**config.mk**
```make
export PLATFORM = sky130hd
export DESIGN_NAME = hdlc_control_frame_receiver
export DESIGN_NICKNAME = d
export VERILOG_FILES = /design/src/rtl/hcfr_pkg.sv /design/src/rtl/hdlc_control_frame_receiver.sv /design/src/rtl/hcfr_rx_engine.sv /design/src/rtl/hcfr_result_reg.sv
export SDC_FILE = /design/constraint.sdc
export NUM_CORES = 1
export LEC_CHECK = 0
export ABC_AREA = 1
export BUFFER_PORTS_ARGS = -buffer_cell sky130_fd_sc_hd__buf_2
export CELL_PAD_IN_SITES_DETAIL_PLACEMENT = 1
export CELL_PAD_IN_SITES_GLOBAL_PLACEMENT = 2
export CORE_AREA = 2 2 126 128
export CTS_CLUSTER_SIZE = 30
export DETAILED_ROUTE_END_ITERATION = 10
export DIE_AREA = 0 0 128 130
export PLACE_DENSITY = 0.86
export SYNTH_ARGS = -nofsm -noshare
export SYNTH_HDL_FRONTEND = slang
export SYNTH_SLANG_ARGS = --single-unit
```
**constraint.sdc**
```tcl
create_clock -name clock -period 3 [get_ports clock]
set_input_delay 0.6 -clock clock [delete_from_list [all_inputs] [get_ports clock]]
set_output_delay 0.6 -clock clock [all_outputs]
set_load 0.01 [all_outputs]
```
**src/rtl/hcfr_pkg.sv**
```systemverilog
// Shared types, codes and the CRC-16 CCITT byte update for the HDLC frame receiver.
package hcfr_pkg;

   localparam int HCFR_MAX_MESSAGE_BYTES = 256;
   localparam logic [3:0] HCFR_MIN_PREAMBLE_RESET = 4'd10;
   localparam logic [15:0] HCFR_CRC_INIT = 16'hffff;
   localparam logic [15:0] HCFR_CRC_POLY = 16'h1021;
   localparam logic [15:0] HCFR_CRC_RESIDUE = 16'h1d0f;
   localparam logic [7:0] HCFR_ADDRESS = 8'hff;
   localparam logic [7:0] HCFR_CONTROL_A = 8'hc0;
   localparam logic [7:0] HCFR_CONTROL_B = 8'hc8;

   typedef enum logic [2:0] {
      FUNC_DATA    = 3'd0,
      FUNC_FLAG    = 3'd1,
      FUNC_ABORT   = 3'd2,
      FUNC_TIMEOUT = 3'd3,
      FUNC_START   = 3'd4
   } func_type;

   typedef enum logic [1:0] {
      KIND_PAYLOAD = 2'd0,
      KIND_STATUS  = 2'd1,
      KIND_TIMEOUT = 2'd2
   } kind_type;

   typedef enum logic [2:0] {
      STATUS_GOOD        = 3'd0,
      STATUS_TOO_LONG    = 3'd1,
      STATUS_TOO_SHORT   = 3'd2,
      STATUS_CRC_ERROR   = 3'd3,
      STATUS_BAD_ADDRESS = 3'd4,
      STATUS_BAD_CONTROL = 3'd5
   } status_type;

   typedef enum logic [2:0] {
      MODE_HUNT    = 3'b001,
      MODE_FLAGS   = 3'b010,
      MODE_COLLECT = 3'b100
   } mode_type;

   typedef struct packed {
      kind_type   kind;
      logic [7:0] payload_byte;
      status_type status;
      logic       final_frame;
      logic [7:0] payload_length;
   } result_type;

   // Bit-serial CRC, MSB first, unrolled over one octet.
   function automatic logic [15:0] crc16_byte(input logic [15:0] crc, input logic [7:0] octet);
      logic [15:0] r;
      logic        top;
      r = crc;
      for (int i = 7; i >= 0; i--) begin
         top = r[15] ^ octet[i];
         r = {r[14:0], 1'b0};
         if (top) begin
            r = r ^ HCFR_CRC_POLY;
         end
      end
      return r;
   endfunction

endpackage

```
**src/rtl/hdlc_control_frame_receiver.sv**
```systemverilog
// Top level of the HDLC control-frame receiver: input register, engine and result register.
//
// Takes one deframed HDLC symbol per word and returns at most one result word per symbol.
// A symbol sits in the input register while the receiver logic, including a
// byte-wide CRC-16 update, computes the next state and the result in a single pass; the
// result lands in an output register. Throughput is one symbol per clock cycle while the
// output is not stalled; the only stall comes from the output register when the consumer
// holds rsp_tready low. There is no clearing pass after reset.
module hdlc_control_frame_receiver
   import hcfr_pkg::*;
#(
   parameter int MAX_MESSAGE_BYTES = HCFR_MAX_MESSAGE_BYTES
) (
   input  logic        clock,
   input  logic        reset,
   input  logic        csr_wr_en,
   input  logic [3:0]  csr_wr_data,  // min_preamble_flags
   input  logic        req_tvalid,
   output logic        req_tready,
   input  logic [7:0]  req_tdata,    // [7:0] data_byte
   input  logic [2:0]  req_tuser,    // [2:0] func
   output logic        rsp_tvalid,
   input  logic        rsp_tready,
   output logic [23:0] rsp_tdata,    // [7:0] payload_byte, [10:8] frame_status,
                                     // [11] final_frame, [19:12] payload_length, zero pad
   output logic [1:0]  rsp_tuser     // [1:0] result_kind
);

   logic [3:0] min_flags_ff;
   logic       in_valid_ff, in_valid_in;
   logic [2:0] in_func_ff;
   logic [7:0] in_byte_ff;
   logic       advance;
   logic       res_valid;
   result_type res;
   result_type held;

   assign advance     = in_valid_ff & (~rsp_tvalid | rsp_tready);
   assign req_tready  = ~in_valid_ff | advance;
   assign in_valid_in = (req_tvalid & req_tready) | (in_valid_ff & ~advance);

   always_ff @(posedge clock) begin
      if (reset) begin
         min_flags_ff <= HCFR_MIN_PREAMBLE_RESET;
         in_valid_ff  <= 1'b0;
      end else begin
         if (csr_wr_en) begin
            min_flags_ff <= csr_wr_data;
         end
         in_valid_ff <= in_valid_in;
      end
   end

   always_ff @(posedge clock) begin
      if (req_tvalid & req_tready) begin
         in_func_ff <= req_tuser;
         in_byte_ff <= req_tdata;
      end
   end

   hcfr_rx_engine #(
      .MAX_MESSAGE_BYTES(MAX_MESSAGE_BYTES)
   ) u_engine (
      .clock              (clock),
      .reset              (reset),
      .min_preamble_flags (min_flags_ff),
      .fire               (advance),
      .func               (in_func_ff),
      .data_byte          (in_byte_ff),
      .res_valid          (res_valid),
      .res                (res)
   );

   hcfr_result_reg u_result (
      .clock      (clock),
      .reset      (reset),
      .load       (res_valid),
      .res        (res),
      .rsp_tready (rsp_tready),
      .rsp_tvalid (rsp_tvalid),
      .held       (held)
   );

   assign rsp_tuser = held.kind;
   assign rsp_tdata = {4'd0, held.payload_length, held.final_frame, held.status,
                       held.payload_byte};

endmodule

```
**src/rtl/hcfr_rx_engine.sv**
```systemverilog
// Receiver state registers and the single-pass next-state and result logic.
module hcfr_rx_engine
   import hcfr_pkg::*;
#(
   parameter int MAX_MESSAGE_BYTES = HCFR_MAX_MESSAGE_BYTES
) (
   input  logic       clock,
   input  logic       reset,
   input  logic [3:0] min_preamble_flags,
   input  logic       fire,
   input  logic [2:0] func,
   input  logic [7:0] data_byte,
   output logic       res_valid,
   output result_type res
);

   localparam int BCW = $clog2(MAX_MESSAGE_BYTES + 1);

   mode_type     mode_ff, mode_in;
   logic [3:0]   flag_count_ff, flag_count_in;
   logic         expect_ff, expect_in;
   logic [BCW-1:0] byte_count_ff, byte_count_in;
   logic [15:0]  crc_ff, crc_in;
   logic [7:0]   delay0_ff, delay0_in;
   logic [7:0]   delay1_ff, delay1_in;
   logic [7:0]   address_ff, address_in;
   logic [7:0]   control_ff, control_in;

   logic           fresh;
   logic           do_store;
   logic [BCW-1:0] bc_base;
   logic [15:0]    crc_base;
   logic [7:0]     d0_base;
   logic [7:0]     d1_base;

   always_comb begin
      mode_in       = mode_ff;
      flag_count_in = flag_count_ff;
      expect_in     = expect_ff;
      byte_count_in = byte_count_ff;
      crc_in        = crc_ff;
      delay0_in     = delay0_ff;
      delay1_in     = delay1_ff;
      address_in    = address_ff;
      control_in    = control_ff;
      res_valid     = 1'b0;
      res           = '0;
      fresh         = 1'b0;
      do_store      = 1'b0;

      if (fire) begin
         unique case (func)
            FUNC_START: begin
               mode_in       = MODE_HUNT;
               flag_count_in = 4'd0;
               expect_in     = 1'b1;
            end
            FUNC_TIMEOUT: begin
               mode_in       = MODE_HUNT;
               flag_count_in = 4'd0;
               expect_in     = 1'b1;
               res_valid     = 1'b1;
               res.kind      = KIND_TIMEOUT;
            end
            FUNC_DATA, FUNC_FLAG, FUNC_ABORT: begin
               if (mode_ff == MODE_COLLECT) begin
                  if (func == FUNC_FLAG) begin
                     res_valid = 1'b1;
                     res.kind  = KIND_STATUS;
                     priority if (byte_count_ff < BCW'(5)) begin
                        res.status = STATUS_TOO_SHORT;
                     end else if (crc_ff != HCFR_CRC_RESIDUE) begin
                        res.status = STATUS_CRC_ERROR;
                     end else if (address_ff != HCFR_ADDRESS) begin
                        res.status = STATUS_BAD_ADDRESS;
                     end else if (control_ff != HCFR_CONTROL_A &&
                                  control_ff != HCFR_CONTROL_B) begin
                        res.status = STATUS_BAD_CONTROL;
                     end else begin
                        res.status         = STATUS_GOOD;
                        res.final_frame    = control_ff[3];
                        res.payload_length = 8'(byte_count_ff - BCW'(4));
                        expect_in          = control_ff[3];
                     end
                     mode_in       = MODE_FLAGS;
                     flag_count_in = 4'd1;
                  end else if (byte_count_ff >= BCW'(MAX_MESSAGE_BYTES)) begin
                     mode_in       = MODE_HUNT;
                     flag_count_in = 4'd0;
                     res_valid     = 1'b1;
                     res.kind      = KIND_STATUS;
                     res.status    = STATUS_TOO_LONG;
                  end else if (func == FUNC_DATA) begin
                     do_store = 1'b1;
                  end
               end else if (func == FUNC_FLAG) begin
                  if (mode_ff == MODE_FLAGS) begin
                     if (flag_count_ff != 4'd15) begin
                        flag_count_in = flag_count_ff + 4'd1;
                     end
                  end else begin
                     mode_in       = MODE_FLAGS;
                     flag_count_in = 4'd1;
                  end
               end else if (mode_ff == MODE_FLAGS) begin
                  if (expect_ff && flag_count_ff < min_preamble_flags) begin
                     // Preamble too short for the first frame: skip this frame.
                     mode_in       = MODE_HUNT;
                     flag_count_in = 4'd0;
                  end else begin
                     mode_in       = MODE_COLLECT;
                     flag_count_in = 4'd0;
                     fresh         = 1'b1;
                     do_store      = (func == FUNC_DATA);
                  end
               end
            end
            default: begin
            end
         endcase
      end

      bc_base  = fresh ? '0 : byte_count_ff;
      crc_base = fresh ? HCFR_CRC_INIT : crc_ff;
      d0_base  = fresh ? 8'd0 : delay0_ff;
      d1_base  = fresh ? 8'd0 : delay1_ff;

      if (fresh) begin
         byte_count_in = '0;
         crc_in        = HCFR_CRC_INIT;
         delay0_in     = 8'd0;
         delay1_in     = 8'd0;
         address_in    = 8'd0;
         control_in    = 8'd0;
      end

      if (do_store) begin
         if (bc_base == BCW'(0)) begin
            address_in = data_byte;
         end
         if (bc_base == BCW'(1)) begin
            control_in = data_byte;
         end
         // The word two octets back is certain payload once four octets are in.
         if (bc_base >= BCW'(4)) begin
            res_valid        = 1'b1;
            res.kind         = KIND_PAYLOAD;
            res.payload_byte = d1_base;
         end
         delay1_in     = d0_base;
         delay0_in     = data_byte;
         crc_in        = crc16_byte(crc_base, data_byte);
         byte_count_in = bc_base + BCW'(1);
      end
   end

   always_ff @(posedge clock) begin
      if (reset) begin
         mode_ff       <= MODE_HUNT;
         flag_count_ff <= 4'd0;
         expect_ff     <= 1'b1;
         byte_count_ff <= '0;
         crc_ff        <= HCFR_CRC_INIT;
         delay0_ff     <= 8'd0;
         delay1_ff     <= 8'd0;
         address_ff    <= 8'd0;
         control_ff    <= 8'd0;
      end else begin
         mode_ff       <= mode_in;
         flag_count_ff <= flag_count_in;
         expect_ff     <= expect_in;
         byte_count_ff <= byte_count_in;
         crc_ff        <= crc_in;
         delay0_ff     <= delay0_in;
         delay1_ff     <= delay1_in;
         address_ff    <= address_in;
         control_ff    <= control_in;
      end
   end

endmodule

```
**src/rtl/hcfr_result_reg.sv**
```systemverilog
// Output register holding one result word until the consumer takes it.
module hcfr_result_reg
   import hcfr_pkg::*;
(
   input  logic       clock,
   input  logic       reset,
   input  logic       load,
   input  result_type res,
   input  logic       rsp_tready,
   output logic       rsp_tvalid,
   output result_type held
);

   logic       valid_ff, valid_in;
   result_type held_ff;

   assign valid_in   = load | (valid_ff & ~rsp_tready);
   assign rsp_tvalid = valid_ff;
   assign held       = held_ff;

   always_ff @(posedge clock) begin
      if (reset) begin
         valid_ff <= 1'b0;
      end else begin
         valid_ff <= valid_in;
      end
   end

   always_ff @(posedge clock) begin
      if (load) begin
         held_ff <= res;
      end
   end

endmodule
```
==> results_dict.tcl, run 1 <==
set metrics [dict create \
    vias 4552 \
    crit_path_end_kind "flip-flop" \
    final_nets 757 \
    gr-usage-all-layers_pct 17.44 \
    ctsHoldBuffers 0 \
    area_growth_pct 12.28 \
    antenna_left 0 \
    core-area_mm2 0.01542 \
    drt-initial-drc-count 255 \
    clockBufferDepth 2 \
    power.net_switching_mw 0.6319 \
    synthArstFlopShare_pct 0 \
    synth_warnings 0 \
    route.met2.wl_um 6696 \
    postSynthCellCount 692 \
    mostFrequentLayoutCells "213 x nand2_1, 73 x inv_1, 71 x dfxtp_1" \
    clkPwrFrac_pct 40.6 \
    setup_tns_ns 0 \
    viasPerCell 4.916 \
    drive_gt1_share_pct 11.99 \
    dp_hpwl_um 10270 \
    cts_tree "yes" \
    drc 0 \
    synth_edf_count 33 \
    comb_power_share_pct 5.1 \
    wl_um 13790 \
    ys_seq_area_share_pct 47.06 \
    drv_cap 0 \
    slew-limit-headroom_pct 50.89 \
    worst_slew_pin_slew_ns 0.7299 \
    ioPinCount 48 \
    finClkSkew_ns 0.008028 \
    die-area_mm2 0.01664 \
    yosys.area.top_type "dfxtp_1" \
    post_cts.repair.setup_buffers 0 \
    cp_max_fo 38 \
    synthDistinctLibCells 34 \
    ir_worst_vdd_mv 0.3234 \
    arrival_ns 2.89 \
    clk_latency_ns 0.36 \
    start_util_pct 33.23 \
    finalMaxSlewViolations 0 \
    first_pass_iters 4 \
    cts_root_buf "clkbuf_16" \
    antenna_found_initial 0 \
    fp.dieW_um 128 \
    cp.required_ns 3.29 \
    syn_area_mm2 0.005126 \
    cts_buffers 9 \
    grt_max_degree 39 \
    h-tree-depth 3 \
    min_period_ns 2.596 \
    grt_pass1_wl_um 22490 \
    fmax_mhz 385.2 \
    place.port_buffers 43 \
    switching_share_pct 23.18 \
    wl_met3_um 390 \
    ys_ff_latch 104 \
    setup_viol 0 \
    start_kind "flip-flop" \
    std_cell_rows 46 \
    top_layer "met4" \
    hold_slack_ns 0.4156 \
    ctsResizeCount 0 \
    status "complete, no violations" \
    leakagePower_nw 2.640 \
    rsz0062_at_grt "false" \
    p_seq_share_pct 54.3 \
    synth.avg_cell_area_um2 7.408 \
    hp-class "primary input to flip-flop" \
    clkSinkCount 104 \
    ys.flop_type "dfxtp_1" \
    period_share_pct 86.54 \
    clkTransAtPathRegs_ns 0.07 \
    wl_per_cell_um 14.90 \
    grt_pass1_vias 4498 \
    m1WireLength_um 6353 \
    netlist.area_leader.share_pct 27.73 \
    p_int_mw 2.094 \
    power_density_mw_per_mm2 473.6 \
    routabilityCongestion 0.8660 \
    synth.area.top_cells "dfxtp_1 28%, edfxtp_1 19%, nand2_1 16%, a21oi_1 6.7%, inv_1 5.3%" \
    final_common_cell "nand2_1" \
    grt_overflow_total 0 \
    hold_violations 0 \
    crit_type "flip-flop to flip-flop" \
    diodes 0 \
    die_h_um 130 \
]
[critical path, stage by stage (launching register included)]
cell	delay, ns
dfxtp_1	0.31
inv_1	0.06
ha_1	0.31
a21oi_1	0.20
nand2_2	0.13
nand2_4	0.35
nand2_1	0.20
inv_1	0.15
ha_1	0.19
nand3_1	0.12
nor2_1	0.19
nand3_1	0.12
nand2_1	0.08
nand2_1	0.05
nor2_1	0.09
[final timing paths]
kind                                          from                              endpoint  slack [ns]  cells after the start
setup / recovery      min_flags_ff[3]$_SDFFE_PP1P_  u_engine.byte_count_ff[6]$_SDFF_PP0_        0.40                     14
hold / removal                        req_tdata[3]               in_byte_ff[3]$_DFFE_PP_        0.42                      1
setup reg to reg      min_flags_ff[3]$_SDFFE_PP1P_  u_engine.byte_count_ff[6]$_SDFF_PP0_        0.40                     14
hold reg to reg   u_engine.mode_ff[0]$_SDFFE_PP1P_      u_engine.mode_ff[0]$_SDFFE_PP1P_        0.48                      2
[power groups by stage]
stage	clock network (mW)	registers, mW	logic, mW
floorplan	0	1.51	0.0921
global placement	0	1.51	0.135
detailed placement	0	1.51	0.140
CTS	1.15	1.48	0.140
global route	1.20	1.48	0.158
finish	1.11	1.48	0.138
[per-stage QoR]
stage,total power [mW],worst slack [ns],util (%),cells,area [µm²]
finish,2.726,0.4039,37.31,926,5756
global route,2.844,0.08750,37.31,926,5756
CTS,2.770,0.3491,37.31,926,5756
detailed placement,1.652,0.3523,35.57,910,5487
global placement,1.647,0.4611,35.57,910,5487
floorplan,1.599,0.6427,-,695,5137
[metal layers]
metal / up-vias / track usage [%]
met5: - / 0
met4: 0 / 7.692
met1: 2145 / 21.33
met3: 23 / 3.403
met2: 72 / 30.04
li1: 2312 / -
[kinds of logic after synthesis]
| logic type | after synthesis | share of synthesized area, % |
|---|---|---|
| compound gates | 103 | 10.62 |
| xor+xnor | 3 | 0.5127 |
| fa+ha+maj | 8 | 1.953 |
| buf+inv | 106 | 9.104 |
| flops | 104 | 47.06 |
| other cells | 1 | 0.07315 |
| simple gates | 367 | 30.68 |
[cell usage after synthesis (4+ instances only)]
master and count:
buf_6 6, clkbuf_1 10, nor4_1 4, inv_1 73, buf_2 7, nor2_1 69
o21ai_0 25, nand2_1 213, dfxtp_1 71, buf_4 4, nand3_1 45, nand2_2 5
edfxtp_1 33, ha_1 8, nand3_2 4, a21oi_1 69, nand4_1 12
[flip-flops by register name, summed over array words and instances (netlist names), 4 cells and up]
register                count
u_engine.delay0_ff          8
u_engine.address_ff         8
u_result.held              22
u_engine.control_ff         8
u_engine.byte_count_ff      9
u_engine.crc_ff            16
min_flags_ff                4
u_engine.delay1_ff          8
u_engine.flag_count_ff      4
in_byte_ff                  8
[cell type report]
| type | instances | area, µm² |
|---|---|---|
| inverters | 76 | 285.3 |
| well taps | 192 | 240.2 |
| clock buffers | 13 | 250.2 |
| repair buffers | 53 | 290.3 |
| fillers | 1952 | 9669 |
| multi-input cells | 485 | 2258 |
| flip-flops and latches | 104 | 2412 |
| clock inverters | 3 | 18.77 |
No activity file was read; power rests on OpenSTA's default activity.
==> run 2, diff against run 1 <==
--- a/config.mk
+++ b/config.mk
@@ -9,11 +9,12 @@
 export BUFFER_PORTS_ARGS = -buffer_cell sky130_fd_sc_hd__buf_2
 export CELL_PAD_IN_SITES_DETAIL_PLACEMENT = 1
 export CELL_PAD_IN_SITES_GLOBAL_PLACEMENT = 2
-export CORE_AREA = 2 2 126 128
+export CORE_AREA = 2 2 125 127
 export CTS_CLUSTER_SIZE = 30
 export DETAILED_ROUTE_END_ITERATION = 10
-export DIE_AREA = 0 0 128 130
-export PLACE_DENSITY = 0.86
+export DIE_AREA = 0 0 127 129
+export PLACE_DENSITY = 0.79
 export SYNTH_ARGS = -nofsm -noshare
 export SYNTH_HDL_FRONTEND = slang
+export SYNTH_HIERARCHICAL = 1
 export SYNTH_SLANG_ARGS = --single-unit
==> run 2 against run 1 <==
Clock skew is essentially flat. Synthesized cell count decreased by 2.5%. Sequential power about the same. Core utilization is 1.8 points higher. Area after synthesis grew 1.1%. Routed wire length decreased by 1.5%. First-iteration DRC count shrank 2.4%. Clock power is 8% higher. Final cell count is 1.9% lower.
==> results_dict.tcl, run 2 <==
set metrics [dict create \
    status "complete, no violations" \
    pre_cts_ws_ns 0.2048 \
    layoutNonFillerInstCount 908 \
    std_cell_rows 45 \
    period_share_pct 82.95 \
    crit_path_cell_trace "inv_1 > ha_1 > a21oi_1 > nand2_2 > nand3_4 > buf_4 > nand2_1 > nand2_1 > nand2_1 > nand2_1 > nand2_1 > nand2_1 > o211ai_1" \
    post_cts.repair.setup_buffers 0 \
    crit_path_end_kind "flip-flop" \
    rr_startpoint "min_flags_ff[3]$_SDFFE_PP1P_" \
    start_util_pct 34.61 \
    core-area_mm2 0.01498 \
    yosys-top-cells-count "181 x nand2_1, 71 x dfxtp_1, 70 x nor2_1" \
    ctsHoldBuffers 0 \
    synthDistinctLibCells 40 \
    mostFrequentLayoutCells "181 x nand2_1, 71 x dfxtp_1, 70 x nor2_1" \
    routabilityCongestion 0.8393 \
    crit_type "flip-flop to flip-flop" \
    synth_warnings 6 \
    final_common_cell "nand2_1" \
    start_kind "flip-flop" \
    placed_cells 892 \
    gr-usage-all-layers_pct 17.67 \
    arrival_ns 2.73 \
    wl_um 13590 \
    area_growth_pct 13.11 \
    syn_area_mm2 0.005184 \
    ioPinCount 48 \
    cts_buffers 9 \
    critPathCapture "u_engine/crc_ff[3]$_SDFF_PP1_" \
    crit_family "simple AND/OR/NAND/NOR gates" \
    leakagePower_nw 2.559 \
    cp_max_fo 35 \
    hold_depth 1 \
    hold_violations 0 \
    regToRegSetupSlack_ns 0.51 \
    yosysMostFrequentCell "nand2_1" \
    netlist.area_leader.share_pct 27.42 \
    clkSinkCount 104 \
    ys_ff_latch 104 \
    power.net_switching_mw 0.6696 \
    reg2regPathDepth 13 \
    finalMaxSlewViolations 0 \
    slew-limit-headroom_pct 66.20 \
    diodes 0 \
    drt-initial-drc-count 249 \
    hold_slack_ns 0.4134 \
    totalPowerFinal_mw 2.830 \
    synth_edf_count 33 \
    p_int_mw 2.160 \
    rsz0062_at_grt "false" \
    drv_cap 0 \
    die-area_mm2 0.01638 \
    clk_latency_ns 0.36 \
    synth.avg_cell_area_um2 7.680 \
    cp-startpoint "min_flags_ff[3]$_SDFFE_PP1P_" \
    hp-class "primary input to flip-flop" \
    clockBufferDepth 2 \
    clkTransAtPathRegs_ns 0.07 \
    cts_root_buf "clkbuf_16" \
    slowest_delay_ns 0.39 \
    grt_overflow_total 0 \
    worst_path_max_delay_cell "buf_4" \
    die_h_um 129 \
    synth.area.top_cells "dfxtp_1 27%, edfxtp_1 19%, nand2_1 13%, a21oi_1 5.3%, nor2_1 5.1%" \
    ir_worst_vdd_mv 0.2535 \
    cp_num_buf_inv 2 \
    ctsResizeCount 0 \
    fmax_mhz 401.8 \
    postSynthCellCount 675 \
    power_density_mw_per_mm2 482.6 \
    fillCellCount 1868 \
    synthArstFlopShare_pct 0 \
    antenna_left 0 \
    cp.required_ns 3.24 \
    p_seq_share_pct 52.7 \
    wl_per_cell_um 14.97 \
    path_depth 13 \
    viasPerCell 4.959 \
    cts_tree "yes" \
    switching_share_pct 23.66 \
    worst_slew_pin_slew_ns 0.5040 \
    place.port_buffers 43 \
    ys_seq_area_share_pct 46.54 \
    setup_ws_ns 0.5114 \
    setup_tns_ns 0 \
    vias 4503 \
    first_pass_iters 4 \
    r2r_end "u_engine/crc_ff[3]$_SDFF_PP1_" \
    comb_power_share_pct 5.0 \
    final_nets 743 \
    dp_hpwl_um 9884 \
    grt_max_degree 37 \
    min_period_ns 2.489 \
    drc 0 \
    largest_register_ffs 22 \
    drive_gt1_share_pct 15.42 \
    path_common_cell "nand2_1" \
    grt_pass1_vias 4585 \
    grt_pass1_wl_um 22790 \
    clkPwrFrac_pct 42.3 \
    antenna_found_initial 0 \
    finClkSkew_ns 0.008370 \
    ys.flop_type "dfxtp_1" \
    setup_viol 0 \
    fp.dieW_um 127 \
    h-tree-depth 3 \
    yosys.area.top_type "dfxtp_1" \
]
-- run 2: worst min path at each step --
stage / start / endpoint
CTS: req_tdata[6] / in_byte_ff[6]$_DFFE_PP_
global route: req_tdata[6] / in_byte_ff[6]$_DFFE_PP_
finish: req_tdata[6] / in_byte_ff[6]$_DFFE_PP_
global placement: min_flags_ff[1]$_SDFFE_PP1P_ / min_flags_ff[1]$_SDFFE_PP1P_
floorplan: min_flags_ff[1]$_SDFFE_PP1P_ / min_flags_ff[1]$_SDFFE_PP1P_
detailed placement: min_flags_ff[3]$_SDFFE_PP1P_ / min_flags_ff[3]$_SDFFE_PP1P_
-- run 2: layout make-up --
type                    count  area, µm²  share of cell area, %
repair buffers             53      302.8                  5.164
inverters                  73      274.0                  4.674
well taps                 188      235.2                  4.012
flip-flops and latches    104       2412                  41.14
clock inverters             7      70.07                  1.195
multi-input cells         474       2344                  39.97
clock buffers               9      225.2                  3.841
-- run 2: per-stage QoR --
stage | util, % | area [µm²]
floorplan | - | 5195
global placement | 37.18 | 5568
detailed placement | 37.18 | 5568
CTS | 39.15 | 5863
global route | 39.15 | 5863
finish | 39.15 | 5863
-- run 2: metal layers --
metal	global-route usage (%)	share of wire (%)
met5	0	0
met4	6.529	1.8
met3	3.493	3.5
met2	29.60	47
met1	22.76	48
-- run 2: logic make-up after synthesis --
logic type / after synthesis / share of synthesized area [%]
DFF: 104 / 46.54
other: 1 / 0.07234
xor gates and xnor gates: 3 / 0.5070
AOI/OAI and AO/OA: 104 / 11.25
buffers and inverters: 100 / 8.472
and+or+nand+nor: 355 / 31.23
adders and majority gates: 8 / 1.931
-- run 2: power groups by stage --
stage / sequential, mW / clock [mW] / combinational (mW)
after floorplan: 1.52 / 0 / 0.0953
after global placement: 1.52 / 0 / 0.137
after detailed placement: 1.52 / 0 / 0.142
after CTS: 1.49 / 1.24 / 0.143
after global routing: 1.49 / 1.30 / 0.163
final: 1.49 / 1.20 / 0.142
==> run 3, diff against run 2 <==
==> constraint.sdc (replaced) <==
create_clock -name clock -period 2.3 [get_ports clock]
set_input_delay 0.46 -clock clock [delete_from_list [all_inputs] [get_ports clock]]
set_output_delay 0.46 -clock clock [all_outputs]
set_load 0.01 [all_outputs]
==> run 3 against run 2 <==
Routed wire length rose by 6.5%. Combinational power rose by 43%. Critical path depth fell by 3. First-iteration DRC count fell by 15%. Clock skew fell by 0.0020 ns. Final cell count rose by 3.1%. Core utilization rose by 2.4 points. Final area rose by 6.2%. Global-route usage rose by 0.22 points. Setup slack got worse by 0.40 ns. Critical path type unchanged. Critical endpoint is now u_result/held[6]$_DFFE_PP_. Highest routed layer unchanged.
==> results_dict.tcl, run 3 (synthesis results as in run 2) <==
set metrics [dict create \
    period_share_pct 95.09 \
    worst_path_max_delay_cell "dfxtp_1" \
    slew-limit-headroom_pct 63.64 \
    vias 4625 \
    slowest_delay_ns 0.42 \
    core-area_mm2 0.01498 \
    fmax_mhz 457.2 \
    die-area_mm2 0.01638 \
    power.net_switching_mw 0.8555 \
    drv_cap 0 \
    arrival_ns 2.25 \
    mostFrequentLayoutCells "177 x nand2_1, 70 x dfxtp_1, 69 x nor2_1" \
    crit_path_cell_trace "ha_4 > a21oi_2 > nand2_4 > nand3_4 > buf_4 > o41ai_4 > nand2_1 > nand2_1 > nand2_2 > buf_12" \
    grt_pass1_wl_um 23220 \
    hold_violations 0 \
    min_period_ns 2.187 \
    largest_register_ffs 22 \
    clkSinkCount 104 \
    first_pass_iters 4 \
    cts_tree "yes" \
    ioPinCount 48 \
    antenna_left 0 \
    setup_viol 0 \
    area_growth_pct 20.15 \
    leakagePower_nw 2.735 \
    path_common_cell "nand2_1" \
    p_int_mw 2.920 \
    clkPwrFrac_pct 43.1 \
    dp_hpwl_um 10270 \
    place.port_buffers 43 \
    clk_latency_ns 0.36 \
    fillCellCount 1840 \
    fp.dieW_um 127 \
    power_density_mw_per_mm2 606.2 \
    final_common_cell "nand2_1" \
    routabilityCongestion 0.8163 \
    cts_root_buf "clkbuf_16" \
    drt-initial-drc-count 212 \
    std_cell_rows 45 \
    cp.required_ns 2.37 \
    clkTransAtPathRegs_ns 0.07 \
    crit_type "flip-flop to flip-flop" \
    die_h_um 129 \
    start_util_pct 34.61 \
    gr-usage-all-layers_pct 17.89 \
    diodes 0 \
    wl_per_cell_um 15.46 \
    finClkSkew_ns 0.006334 \
    hold_depth 1 \
    grt_overflow_total 0 \
    antenna_found_initial 0 \
    switching_share_pct 22.66 \
    h-tree-depth 3 \
    crit_family "simple AND/OR/NAND/NOR gates" \
    path_depth 10 \
    grt_max_degree 40 \
    pre_cts_ws_ns -0.1513 \
    worst_slew_pin_slew_ns 0.5421 \
    viasPerCell 4.941 \
    start_kind "flip-flop" \
    drive_gt1_share_pct 20.05 \
    clockBufferDepth 2 \
    wl_um 14470 \
    grt_pass1_vias 4737 \
    setup_ws_ns 0.1129 \
    drc 0 \
    cp_num_buf_inv 2 \
    comb_power_share_pct 5.4 \
    finalMaxSlewViolations 0 \
    cp_max_fo 22 \
    p_seq_share_pct 51.5 \
    ctsHoldBuffers 0 \
    status "complete, no violations" \
    crit_path_end_kind "flip-flop" \
    fin_util_pct 41.59 \
    cts_buffers 9 \
    ir_worst_vdd_mv 0.3550 \
    final_nets 771 \
    reg2regPathDepth 10 \
    hp-class "primary input to flip-flop" \
]
-- run 3: changes by cell type in the layout (fill, tap and decap cells not counted), moves of 3 or more --
cell and change:
clkbuf_8 +3, buf_4 +21, nand2_1 -4, clkbuf_16 +3
-- run 3: metrics by stage --
| step | power, mW | instance area [µm²] | setup TNS (ns) | hold slack (ns) | std cells |
|---|---|---|---|---|---|
| after floorplan | 2.102 | 5204 | 0 | 0.4289 | 678 |
| after global routing | 3.915 | 6228 | -0.1278 | 0.2683 | 936 |
| after global placement | 2.174 | 5718 | -0.04356 | 0.4446 | 908 |
| final | 3.775 | 6228 | 0 | 0.2734 | 936 |
| after CTS | 3.817 | 6037 | 0 | 0.2622 | 925 |
| after detailed placement | 2.183 | 5718 | -1.354 | 0.4562 | 908 |
-- run 3: worst paths after layout --
path | from | to | slack (ns)
setup / recovery | u_engine/flag_count_ff[3]$_SDFFE_PP0P_ | u_result/held[6]$_DFFE_PP_ | 0.11
hold / removal | req_tdata[7] | in_byte_ff[7]$_DFFE_PP_ | 0.27
setup reg to reg | u_engine/flag_count_ff[3]$_SDFFE_PP0P_ | u_result/held[6]$_DFFE_PP_ | 0.11
hold reg to reg | min_flags_ff[1]$_SDFFE_PP1P_ | min_flags_ff[1]$_SDFFE_PP1P_ | 0.46
-- run 3: layout make-up --
class	count	area [µm²]	area share, %
Sequential cell	104	2414	38.75
Multi-Input combinational cell	475	2407	38.65
Timing Repair Buffer	80	586.8	9.421
Clock buffer	14	274.0	4.399
Inverter	73	274.0	4.399
Tap cell	188	235.2	3.777
Clock inverter	2	37.54	0.6027
-- run 3: power groups by stage --
stage / clock [mW] / sequential [mW] / combinational (mW)
after detailed placement: 0 / 1.99 / 0.195
after global routing: 1.74 / 1.95 / 0.231
after CTS: 1.68 / 1.95 / 0.196
after floorplan: 0 / 1.98 / 0.125
final: 1.63 / 1.94 / 0.203
after global placement: 0 / 1.99 / 0.188
-- run 3: routing by layer --
metal	up-vias	global-route usage (%)	share of wire [%]
met5	-	0	0
met4	0	7.240	1.8
met3	18	2.578	2.7
met2	61	30.61	48
met1	2220	22.84	47
li1	2326	-	-
-- run 3: repair_timing --
action                                  in CTS  in global routing
buffers inserted                             1                  7
resized for setup                            0                 13
cloned                                       0                  4
endpoints found under the setup margin       1                 47
endpoints found under the hold margin        0                  0
pin swaps                                    0                  2
